==> src/sv/madt_pkg.sv <==
// types and constants shared by the madt entry parser modules
// no dependencies
`default_nettype none

package madt_pkg;

   // result kinds carried on rsp_tuser
   typedef logic [1:0] kind_type;
   localparam kind_type KIND_LAPIC   = 2'd0;
   localparam kind_type KIND_IOAPIC  = 2'd1;
   localparam kind_type KIND_SUMMARY = 2'd2;

   // entry type codes in the table
   localparam logic [7:0] ENTRY_LAPIC  = 8'd0;
   localparam logic [7:0] ENTRY_IOAPIC = 8'd1;

   // shortest entry that holds a whole record
   localparam logic [7:0] LAPIC_REC_LEN  = 8'd8;
   localparam logic [7:0] IOAPIC_REC_LEN = 8'd12;

   // header byte offsets
   localparam logic [31:0] OFS_LEN_LO    = 32'd4;
   localparam logic [31:0] OFS_LEN_HI    = 32'd7;
   localparam logic [31:0] OFS_BASE_LO   = 32'd36;
   localparam logic [31:0] OFS_BASE_HI   = 32'd39;
   localparam logic [31:0] OFS_FLAGS     = 32'd40;
   localparam logic [31:0] OFS_WALK      = 32'd44;

   // entry byte offsets
   localparam logic [7:0] EB_FIRST_ID  = 8'd2;
   localparam logic [7:0] EB_SECOND_ID = 8'd3;
   localparam logic [7:0] EB_W1_LO     = 8'd4;
   localparam logic [7:0] EB_W1_HI     = 8'd7;
   localparam logic [7:0] EB_W2_LO     = 8'd8;
   localparam logic [7:0] EB_W2_HI     = 8'd11;

   localparam int RSP_DATA_W = 136;
   localparam int RSP_DEPTH  = 4;
   localparam int RSP_PTR_W  = 2;
   localparam int RSP_CNT_W  = 3;

   // rsp_tdata layout, last member lands in the lowest bits
   typedef struct packed {
      logic [4:0]  pad;
      logic [3:0]  ioapic_total;
      logic [6:0]  lapic_total;
      logic        pcat_compat;
      logic [31:0] local_apic_base;
      logic [31:0] gsi_start;
      logic [31:0] io_apic_address;
      logic        cpu_enabled;
      logic [7:0]  controller_id;
      logic [7:0]  processor_uid;
      logic [5:0]  record_index;
   } rsp_data_type;

   typedef struct packed {
      logic         last;
      kind_type     kind;
      rsp_data_type data;
   } rsp_beat_type;

   // beats produced by one table byte: an optional record, then an optional summary
   typedef struct packed {
      logic         rec_valid;
      rsp_beat_type rec;
      logic         sum_valid;
      rsp_beat_type sum;
   } push_type;

endpackage

`default_nettype wire

==> src/sv/madt_walk.sv <==
// per-byte table state and entry walk of the madt entry parser
// depends on madt_pkg
`default_nettype none

module madt_walk #(
   parameter int MAX_LAPIC  = 64,
   parameter int MAX_IOAPIC = 8
) (
   input  wire logic               clock,
   input  wire logic               reset,
   input  wire logic               step,
   input  wire logic [7:0]         byte_in,
   input  wire logic               last_in,
   output madt_pkg::push_type      push
);

   logic [31:0] pos_ff, pos_in;
   logic [31:0] len_ff, len_in;
   logic [31:0] base_ff, base_in;
   logic        compat_ff, compat_in;
   logic [7:0]  etype_ff, etype_in;
   logic [7:0]  elen_ff, elen_in;
   logic [7:0]  ebp_ff, ebp_in;
   logic [7:0]  first_ff, first_in;
   logic [7:0]  second_ff, second_in;
   logic [31:0] w1_ff, w1_in;
   logic [31:0] w2_ff, w2_in;
   logic [6:0]  lapic_ff, lapic_in;
   logic [3:0]  ioapic_ff, ioapic_in;
   logic        stop_ff, stop_in;

   logic [32:0] p_plus2;
   logic [31:0] entry_start;
   logic [32:0] entry_end;
   logic        over_hdr;
   logic        over_ent;

   always_comb begin
      pos_in    = pos_ff;
      len_in    = len_ff;
      base_in   = base_ff;
      compat_in = compat_ff;
      etype_in  = etype_ff;
      elen_in   = elen_ff;
      ebp_in    = ebp_ff;
      first_in  = first_ff;
      second_in = second_ff;
      w1_in     = w1_ff;
      w2_in     = w2_ff;
      lapic_in  = lapic_ff;
      ioapic_in = ioapic_ff;
      stop_in   = stop_ff;
      push      = '0;

      p_plus2     = {1'b0, pos_ff} + 33'd2;
      entry_start = pos_ff - {24'd0, ebp_ff};
      entry_end   = {1'b0, entry_start} + {25'd0, byte_in};
      over_hdr    = p_plus2 > {1'b0, len_ff};
      over_ent    = entry_end > {1'b0, len_ff};

      // header capture
      if (pos_ff >= madt_pkg::OFS_LEN_LO && pos_ff <= madt_pkg::OFS_LEN_HI) begin
         len_in[{pos_ff[1:0], 3'b000} +: 8] = byte_in;
      end else if (pos_ff >= madt_pkg::OFS_BASE_LO && pos_ff <= madt_pkg::OFS_BASE_HI) begin
         base_in[{pos_ff[1:0], 3'b000} +: 8] = byte_in;
      end else if (pos_ff == madt_pkg::OFS_FLAGS) begin
         compat_in = byte_in[0];
      end

      // entry walk
      if (pos_ff >= madt_pkg::OFS_WALK && !stop_ff) begin
         if (ebp_ff == 8'd0) begin
            if (over_hdr) begin
               stop_in = 1'b1;
            end else begin
               etype_in = byte_in;
               ebp_in   = 8'd1;
            end
         end else if (ebp_ff == 8'd1) begin
            if (byte_in == 8'd0 || over_ent) begin
               stop_in = 1'b1;
            end else if (byte_in == 8'd1) begin
               // length one: this byte opens the next entry as its type
               if (over_hdr) begin
                  stop_in = 1'b1;
               end else begin
                  etype_in = madt_pkg::ENTRY_IOAPIC;
                  ebp_in   = 8'd1;
               end
            end else begin
               elen_in = byte_in;
               ebp_in  = (byte_in == 8'd2) ? 8'd0 : 8'd2;
            end
         end else begin
            if (ebp_ff == madt_pkg::EB_FIRST_ID) begin
               first_in = byte_in;
            end else if (ebp_ff == madt_pkg::EB_SECOND_ID) begin
               second_in = byte_in;
            end else if (ebp_ff >= madt_pkg::EB_W1_LO && ebp_ff <= madt_pkg::EB_W1_HI) begin
               w1_in[{ebp_ff[1:0], 3'b000} +: 8] = byte_in;
            end else if (ebp_ff >= madt_pkg::EB_W2_LO && ebp_ff <= madt_pkg::EB_W2_HI) begin
               w2_in[{ebp_ff[1:0], 3'b000} +: 8] = byte_in;
            end

            if (etype_ff == madt_pkg::ENTRY_LAPIC && ebp_ff == madt_pkg::EB_W1_HI
                && elen_ff >= madt_pkg::LAPIC_REC_LEN) begin
               if (lapic_ff < 7'(MAX_LAPIC)) begin
                  push.rec_valid                  = 1'b1;
                  push.rec.kind                   = madt_pkg::KIND_LAPIC;
                  push.rec.data.record_index      = lapic_ff[5:0];
                  push.rec.data.processor_uid     = first_in;
                  push.rec.data.controller_id     = second_in;
                  push.rec.data.cpu_enabled       = w1_in[0];
                  lapic_in                        = lapic_ff + 7'd1;
               end
            end else if (etype_ff == madt_pkg::ENTRY_IOAPIC && ebp_ff == madt_pkg::EB_W2_HI
                         && elen_ff >= madt_pkg::IOAPIC_REC_LEN) begin
               if (ioapic_ff < 4'(MAX_IOAPIC)) begin
                  push.rec_valid                  = 1'b1;
                  push.rec.kind                   = madt_pkg::KIND_IOAPIC;
                  push.rec.data.record_index      = {2'b00, ioapic_ff};
                  push.rec.data.controller_id     = first_in;
                  push.rec.data.io_apic_address   = w1_in;
                  push.rec.data.gsi_start         = w2_in;
                  ioapic_in                       = ioapic_ff + 4'd1;
               end
            end

            ebp_in = ({1'b0, ebp_ff} + 9'd1 >= {1'b0, elen_ff}) ? 8'd0 : ebp_ff + 8'd1;
         end
      end

      // saturating byte counter
      if (pos_ff != '1) begin
         pos_in = pos_ff + 32'd1;
      end

      push.rec.last = !last_in;

      if (last_in) begin
         push.sum_valid                 = 1'b1;
         push.sum.last                  = 1'b1;
         push.sum.kind                  = madt_pkg::KIND_SUMMARY;
         push.sum.data.local_apic_base  = base_in;
         push.sum.data.pcat_compat      = compat_in;
         push.sum.data.lapic_total      = lapic_in;
         push.sum.data.ioapic_total     = ioapic_in;
         pos_in    = '0;
         len_in    = '0;
         base_in   = '0;
         compat_in = 1'b0;
         etype_in  = '0;
         elen_in   = '0;
         ebp_in    = '0;
         first_in  = '0;
         second_in = '0;
         w1_in     = '0;
         w2_in     = '0;
         lapic_in  = '0;
         ioapic_in = '0;
         stop_in   = 1'b0;
      end

      push.rec_valid = push.rec_valid & step;
      push.sum_valid = push.sum_valid & step;
   end

   always_ff @(posedge clock) begin
      if (reset) begin
         pos_ff    <= '0;
         len_ff    <= '0;
         base_ff   <= '0;
         compat_ff <= 1'b0;
         etype_ff  <= '0;
         elen_ff   <= '0;
         ebp_ff    <= '0;
         first_ff  <= '0;
         second_ff <= '0;
         w1_ff     <= '0;
         w2_ff     <= '0;
         lapic_ff  <= '0;
         ioapic_ff <= '0;
         stop_ff   <= 1'b0;
      end else if (step) begin
         pos_ff    <= pos_in;
         len_ff    <= len_in;
         base_ff   <= base_in;
         compat_ff <= compat_in;
         etype_ff  <= etype_in;
         elen_ff   <= elen_in;
         ebp_ff    <= ebp_in;
         first_ff  <= first_in;
         second_ff <= second_in;
         w1_ff     <= w1_in;
         w2_ff     <= w2_in;
         lapic_ff  <= lapic_in;
         ioapic_ff <= ioapic_in;
         stop_ff   <= stop_in;
      end
   end

endmodule

`default_nettype wire

==> src/sv/madt_rsp_fifo.sv <==
// four-entry result queue, takes up to two beats per cycle, gives one
// depends on madt_pkg
`default_nettype none

module madt_rsp_fifo (
   input  wire logic                   clock,
   input  wire logic                   reset,
   input  wire madt_pkg::push_type     push,
   output logic                        room,
   output logic                        out_valid,
   input  wire logic                   out_ready,
   output madt_pkg::rsp_beat_type      out_beat
);

   madt_pkg::rsp_beat_type mem_ff [madt_pkg::RSP_DEPTH];

   logic [madt_pkg::RSP_PTR_W-1:0] wr_ptr_ff, wr_ptr_in;
   logic [madt_pkg::RSP_PTR_W-1:0] rd_ptr_ff, rd_ptr_in;
   logic [madt_pkg::RSP_CNT_W-1:0] count_ff, count_in;
   logic [madt_pkg::RSP_CNT_W-1:0] n_push;
   logic [madt_pkg::RSP_PTR_W-1:0] sum_ptr;
   logic                           pop;

   always_comb begin
      out_valid = count_ff != '0;
      n_push    = madt_pkg::RSP_CNT_W'(push.rec_valid) + madt_pkg::RSP_CNT_W'(push.sum_valid);
      pop       = out_valid && out_ready;
      sum_ptr   = wr_ptr_ff + madt_pkg::RSP_PTR_W'(push.rec_valid);
      wr_ptr_in = wr_ptr_ff + n_push[madt_pkg::RSP_PTR_W-1:0];
      rd_ptr_in = rd_ptr_ff + madt_pkg::RSP_PTR_W'(pop);
      count_in  = count_ff + n_push - madt_pkg::RSP_CNT_W'(pop);
      room      = count_ff <= madt_pkg::RSP_CNT_W'(madt_pkg::RSP_DEPTH - 2);
      out_beat  = mem_ff[rd_ptr_ff];
   end

   always_ff @(posedge clock) begin
      if (push.rec_valid) begin
         mem_ff[wr_ptr_ff] <= push.rec;
      end
      if (push.sum_valid) begin
         mem_ff[sum_ptr] <= push.sum;
      end
   end

   always_ff @(posedge clock) begin
      if (reset) begin
         wr_ptr_ff <= '0;
         rd_ptr_ff <= '0;
         count_ff  <= '0;
      end else begin
         wr_ptr_ff <= wr_ptr_in;
         rd_ptr_ff <= rd_ptr_in;
         count_ff  <= count_in;
      end
   end

endmodule

`default_nettype wire

==> src/sv/madt_entry_parser.sv <==
// top level of the madt entry parser: input register, table walk, result queue
// depends on madt_pkg, madt_walk, madt_rsp_fifo
//
//  channel | dir | tdata                         | tuser        | tlast
//  req     | in  | table_byte                    | -            | end_of_table
//  rsp     | out | record fields, see port note  | record_kind  | run_last
//
// one table byte per cycle while the result queue has room; a byte reaches rsp
// through the input register, then walk logic into the result queue
// the final byte of a table that also completes a record gives two beats;
// the four-entry result queue absorbs them while the next table streams in
// req_tready drops only while the queue has fewer than two free entries and
// a byte waits in the input register, so rsp stalls back up to req
// reset is synchronous, active high, and clears all table and queue state
`default_nettype none

module madt_entry_parser #(
   parameter int MAX_LAPIC  = 64,
   parameter int MAX_IOAPIC = 8
) (
   input  wire logic                            clock,
   input  wire logic                            reset,

   input  wire logic                            req_tvalid,
   output logic                                 req_tready,
   input  wire logic [7:0]                      req_tdata,   // table_byte
   input  wire logic                            req_tlast,   // end_of_table

   output logic                                 rsp_tvalid,
   input  wire logic                            rsp_tready,
   // record_index[5:0] processor_uid[13:6] controller_id[21:14] cpu_enabled[22]
   // io_apic_address[54:23] gsi_start[86:55] local_apic_base[118:87]
   // pcat_compat[119] lapic_total[126:120] ioapic_total[130:127], zero above
   output logic [madt_pkg::RSP_DATA_W-1:0]      rsp_tdata,
   output logic [1:0]                           rsp_tuser,   // record_kind
   output logic                                 rsp_tlast    // run_last
);

   // input register
   logic       in_valid_ff, in_valid_in;
   logic [7:0] in_byte_ff;
   logic       in_last_ff;

   logic                   room;
   logic                   step;
   madt_pkg::push_type     push;
   madt_pkg::rsp_beat_type out_beat;

   // a held byte moves on once the queue can take both of its possible beats
   assign step        = in_valid_ff && room;
   assign req_tready  = !in_valid_ff || step;
   assign in_valid_in = (req_tvalid && req_tready) ? 1'b1 : (step ? 1'b0 : in_valid_ff);

   always_ff @(posedge clock) begin
      if (reset) begin
         in_valid_ff <= 1'b0;
      end else begin
         in_valid_ff <= in_valid_in;
      end
   end

   always_ff @(posedge clock) begin
      if (req_tvalid && req_tready) begin
         in_byte_ff <= req_tdata;
         in_last_ff <= req_tlast;
      end
   end

   // header capture, entry walk and record building
   madt_walk #(
      .MAX_LAPIC  (MAX_LAPIC),
      .MAX_IOAPIC (MAX_IOAPIC)
   ) u_walk (
      .clock   (clock),
      .reset   (reset),
      .step    (step),
      .byte_in (in_byte_ff),
      .last_in (in_last_ff),
      .push    (push)
   );

   // result queue decouples the two handshakes
   madt_rsp_fifo u_rsp_fifo (
      .clock     (clock),
      .reset     (reset),
      .push      (push),
      .room      (room),
      .out_valid (rsp_tvalid),
      .out_ready (rsp_tready),
      .out_beat  (out_beat)
   );

   assign rsp_tdata = out_beat.data;
   assign rsp_tuser = out_beat.kind;
   assign rsp_tlast = out_beat.last;

endmodule

`default_nettype wire
==> config.mk <==
export PLATFORM = sky130hd
export DESIGN_NAME = madt_entry_parser
export DESIGN_NICKNAME = d
export VERILOG_FILES = /design/src/sv/madt_pkg.sv /design/src/sv/madt_walk.sv /design/src/sv/madt_rsp_fifo.sv /design/src/sv/madt_entry_parser.sv
export SDC_FILE = /design/constraint.sdc
export NUM_CORES = 2
export LEC_CHECK = 0
export BUFFER_PORTS_ARGS = -buffer_cell sky130_fd_sc_hd__buf_4
export CORE_MARGIN = 1.5
export CORE_UTILIZATION = 57
export CTS_CLUSTER_SIZE = 16
export DETAILED_ROUTE_END_ITERATION = 16
export PLACE_DENSITY_LB_ADDON = 0.2
export RECOVER_POWER = 50
export SYNTH_ARGS = -nofsm -noshare
export SYNTH_HDL_FRONTEND = slang
export SYNTH_HIERARCHICAL = 1
export SYNTH_SLANG_ARGS = --single-unit
==> constraint.sdc <==
create_clock -name clock -period 14.02 [get_ports clock]
set_input_delay 2.804 -clock clock [delete_from_list [all_inputs] [get_ports clock]]
set_output_delay 2.804 -clock clock [all_outputs]
set_load 0.03 [all_outputs]
==> results.md <==
* Unrepaired setup endpoints after global routing: no
* Design area at 47260 µm²
* CP Max Fanout at 75
* Final period util at 0.7517
* FMAX at 94.89 MHz
* Largest net degree at the start of global routing at 121
* Die Area at around 79000 µm²
* Syn_area_per_cell at around 12 µm²
* DRC at 0
* Clk pin slew, worst setup/hold paths at 0.06 ns
* Hold Path Class: register to register
* Post-synth top area share at 0.3874
* CTS Buf Count at 84
* Via count at 28932
* Comb pwr share at 0.203
* Commonest non-fill, non-tap cell in the layout: edfxtp_1
* Clock share of power at 0.376
* CP endpoint kind: register
* Switching power at 1.786 mW
* Hold Fails Final Rpt at 0
* Period minus WS final at 10.54 ns
* Compound-Gate Fraction of Synth Area at 0.07871
* WS Path Type: register to register
* Leakage power at 16.85 nW
* Post-Synthesis Cell Area at approximately 44000 µm²
* Dominant cell type by area after synthesis: edfxtp_1
* Wl on met1 at 47220 µm
* Critical path arrival at about 11 ns
* Unique masters post-synth at 88
* Filler Cell Count at about 6000
* Failing checks: capacitance limit, slew limit
* CP Data Required Time at between 10 and 15 ns
* Die height at 280.2 µm
* Vias/cell at 6.136
* Post-synthesis sequential area ratio at 0.4884
* Synth area leaders: edfxtp_1 (39%), mux2_2 (10%), dfxtp_1 (10%)
* Startpoint class of the critical path: register
* Routability Congestion at around 0.95
* H-tree depth at 3
* Pwr Density at 129.7 nW/µm²
* Main combinational cell family by area after synthesis: multiplexers
* IO Port Bufs at around 150
* Number of global-route vias before repair at roughly 28000
* Int Power at 4.345 mW
* EDFF count, synth at 565
* CTS sink cnt at 786
* Final setup fails at 0
* Mapped Cells at 3568
* Ant diodes at 0
* Worst-skew pair later-pin latency at 0.64 ns
* Post-Route WL at 109000 µm
* Core Rows at 101
* Post-CTS resize count at 0
* Router iterations before antenna repair at 7
* Final Max Tran Viols at 363
* Die Wd at 280.2 µm
* FF+latch count, synth at 786
* Most frequent cells in the layout: edfxtp_1 (565), mux2_2 (405), nor2_1 (321)
* WL met3 at 8035 µm
* Worst Tran Pin Value at 3.868 ns
* Net count, final at 3743
* Xor/xnor share of the synthesized area at 0.02300
* Initial antenna violation count at 0
* Post-CTS Setup Repair Bufs at 0
* Starting Density at 0.5767
* Hold_buf cts at 0
* Area grow syn2layout at 7.913%
* CTS tree: yes
* Post-synthesis adder-cell area fraction at 0.03280
* Simple-gate share of the synthesized area at 0.09225
* Share of post-route cells with drive strength above 1 at 0.2285
* Met2 WL at 51370 µm
* Part of the power in registers at 0.421
* Routed Antenna Nets at 0
* Mux cell area share after synthesis at 0.2267
* Max_slew headroom at -1.579
* Clock root cell: clkbuf_16
* Max rail drop VDD at 0.0001304 V
* First-pass GRT wire length at around 170000 µm
* Sw Share at 0.2913
* Max Clock Skew at 0.02719 ns
* FFs w/ async S/R, synth at 0
* Area of the multi-input gates at 20410 µm²
* Ports at 154
* Number of DRC markers in iteration 0 at 2976
* Yosys Warn Count at 6
* Status: finished, violations left
* DR top layer: met4
* Fin Setup TNS at 0 ns
* Total gr overflow at 0
* WL/cell at 23.11 µm
* Post-DP HPWL at 67670 µm
* Fin util at 0.6223
* Max cap viols at 8
* Placed Instance Area at 45020 µm²
* Register area at 21390 µm²
* Post-synth top flop: edfxtp_1
* Core footprint at roughly 76000 µm²
* Overall Global Routing Usage at 0.2765
* Clock Tree Buf Depth at 3
## per-stage QoR
step | hold slack, ns | instances | setup slack [ns] | total power, mW
after floorplan | 0.4493 | 3710 | 0.7660 | 3.604
after global placement | 0.4646 | 4561 | 6.357 | 4.001
after detailed placement | 0.4713 | 4561 | 6.217 | 4.003
after CTS | 0.4899 | 4715 | 6.195 | 6.301
after global routing | 0.5092 | 4715 | 2.867 | 6.334
final | 0.4929 | 4715 | 3.481 | 6.131
## cell families after synthesis
| logic type | after synthesis |
|---|---|
| simple gates | 859 |
| compound gates | 513 |
| xor+xnor | 115 |
| buf+inv | 466 |
| other cells | 1 |
| fa+ha+maj | 113 |
| flops | 786 |
| mux | 715 |
## metal layers
layer  track usage  vias up
met5             0        -
met4       0.07401        0
met3       0.03764      145
met2        0.4414     1123
met1        0.3979    14407
li1              -    13257
## worst max-delay path: stages (launching register included)
cell	delay, ns
dfxtp_1	0.45
nor4_4	0.49
nand4_1	0.53
or4_1	0.78
o211ai_1	0.48
nor2_1	0.20
nand2_2	0.10
clkbuf_1	2.70
a21oi_1	0.52
ha_1	0.48
xnor2_1	0.67
nand2_4	0.69
o21ai_4	0.63
buf_4	0.77
buf_4	0.57
## cells in the mapped netlist, types with 90 or more instances
master	n
nand3_1	112
buf_4	149
dfxtp_1	221
nand2_1	191
a22oi_1	162
edfxtp_1	565
ha_1	110
mux4_2	139
clkbuf_1	125
mux2_4	90
mux2_2	406
a21oi_1	153
nor2_1	322
## registers in the layout (all words and copies together) (netlist names), 32 cells and up
signal and cells:
u_walk/pos_ff 32, u_walk/base_ff 32, u_rsp_fifo/mem_ff 556, u_walk/w1_ff 32, u_walk/w2_ff 32, u_walk/len_ff 32
## power by group through the flow
stage                     Sequential [mW]  Combinational [mW]  Clock (mW)
final                                2.58                1.24        2.31
after global placement               2.63                1.37           0
after CTS                            2.58                1.38        2.34
after global routing                 2.59                1.31        2.43
after floorplan                      2.61               0.993           0
after detailed placement             2.63                1.37           0
## cell type report
type	count	area share
flip-flops and latches	786	0.4527
well taps	1030	0.02727
inverters	90	0.007148
multi-input cells	2458	0.4319
repair buffers	197	0.02046
clock inverters	41	0.01122
clock buffers	113	0.04937
## path summary, 6_finish.rpt
| kind | from | endpoint | slack (ns) | cells after the start |
|---|---|---|---|---|
| min | u_walk/elen_ff[1] | u_walk/elen_ff[1] | 0.49 | 1 |
| max reg2reg | u_walk/pos_ff[8] | u_rsp_fifo/mem_ff[0][57] | 3.48 | 14 |
| max | u_walk/pos_ff[8] | u_rsp_fifo/mem_ff[0][57] | 3.48 | 14 |
| min reg2reg | u_walk/elen_ff[1] | u_walk/elen_ff[1] | 0.49 | 1 |
Note: power is estimated with default switching activity, not from simulation.
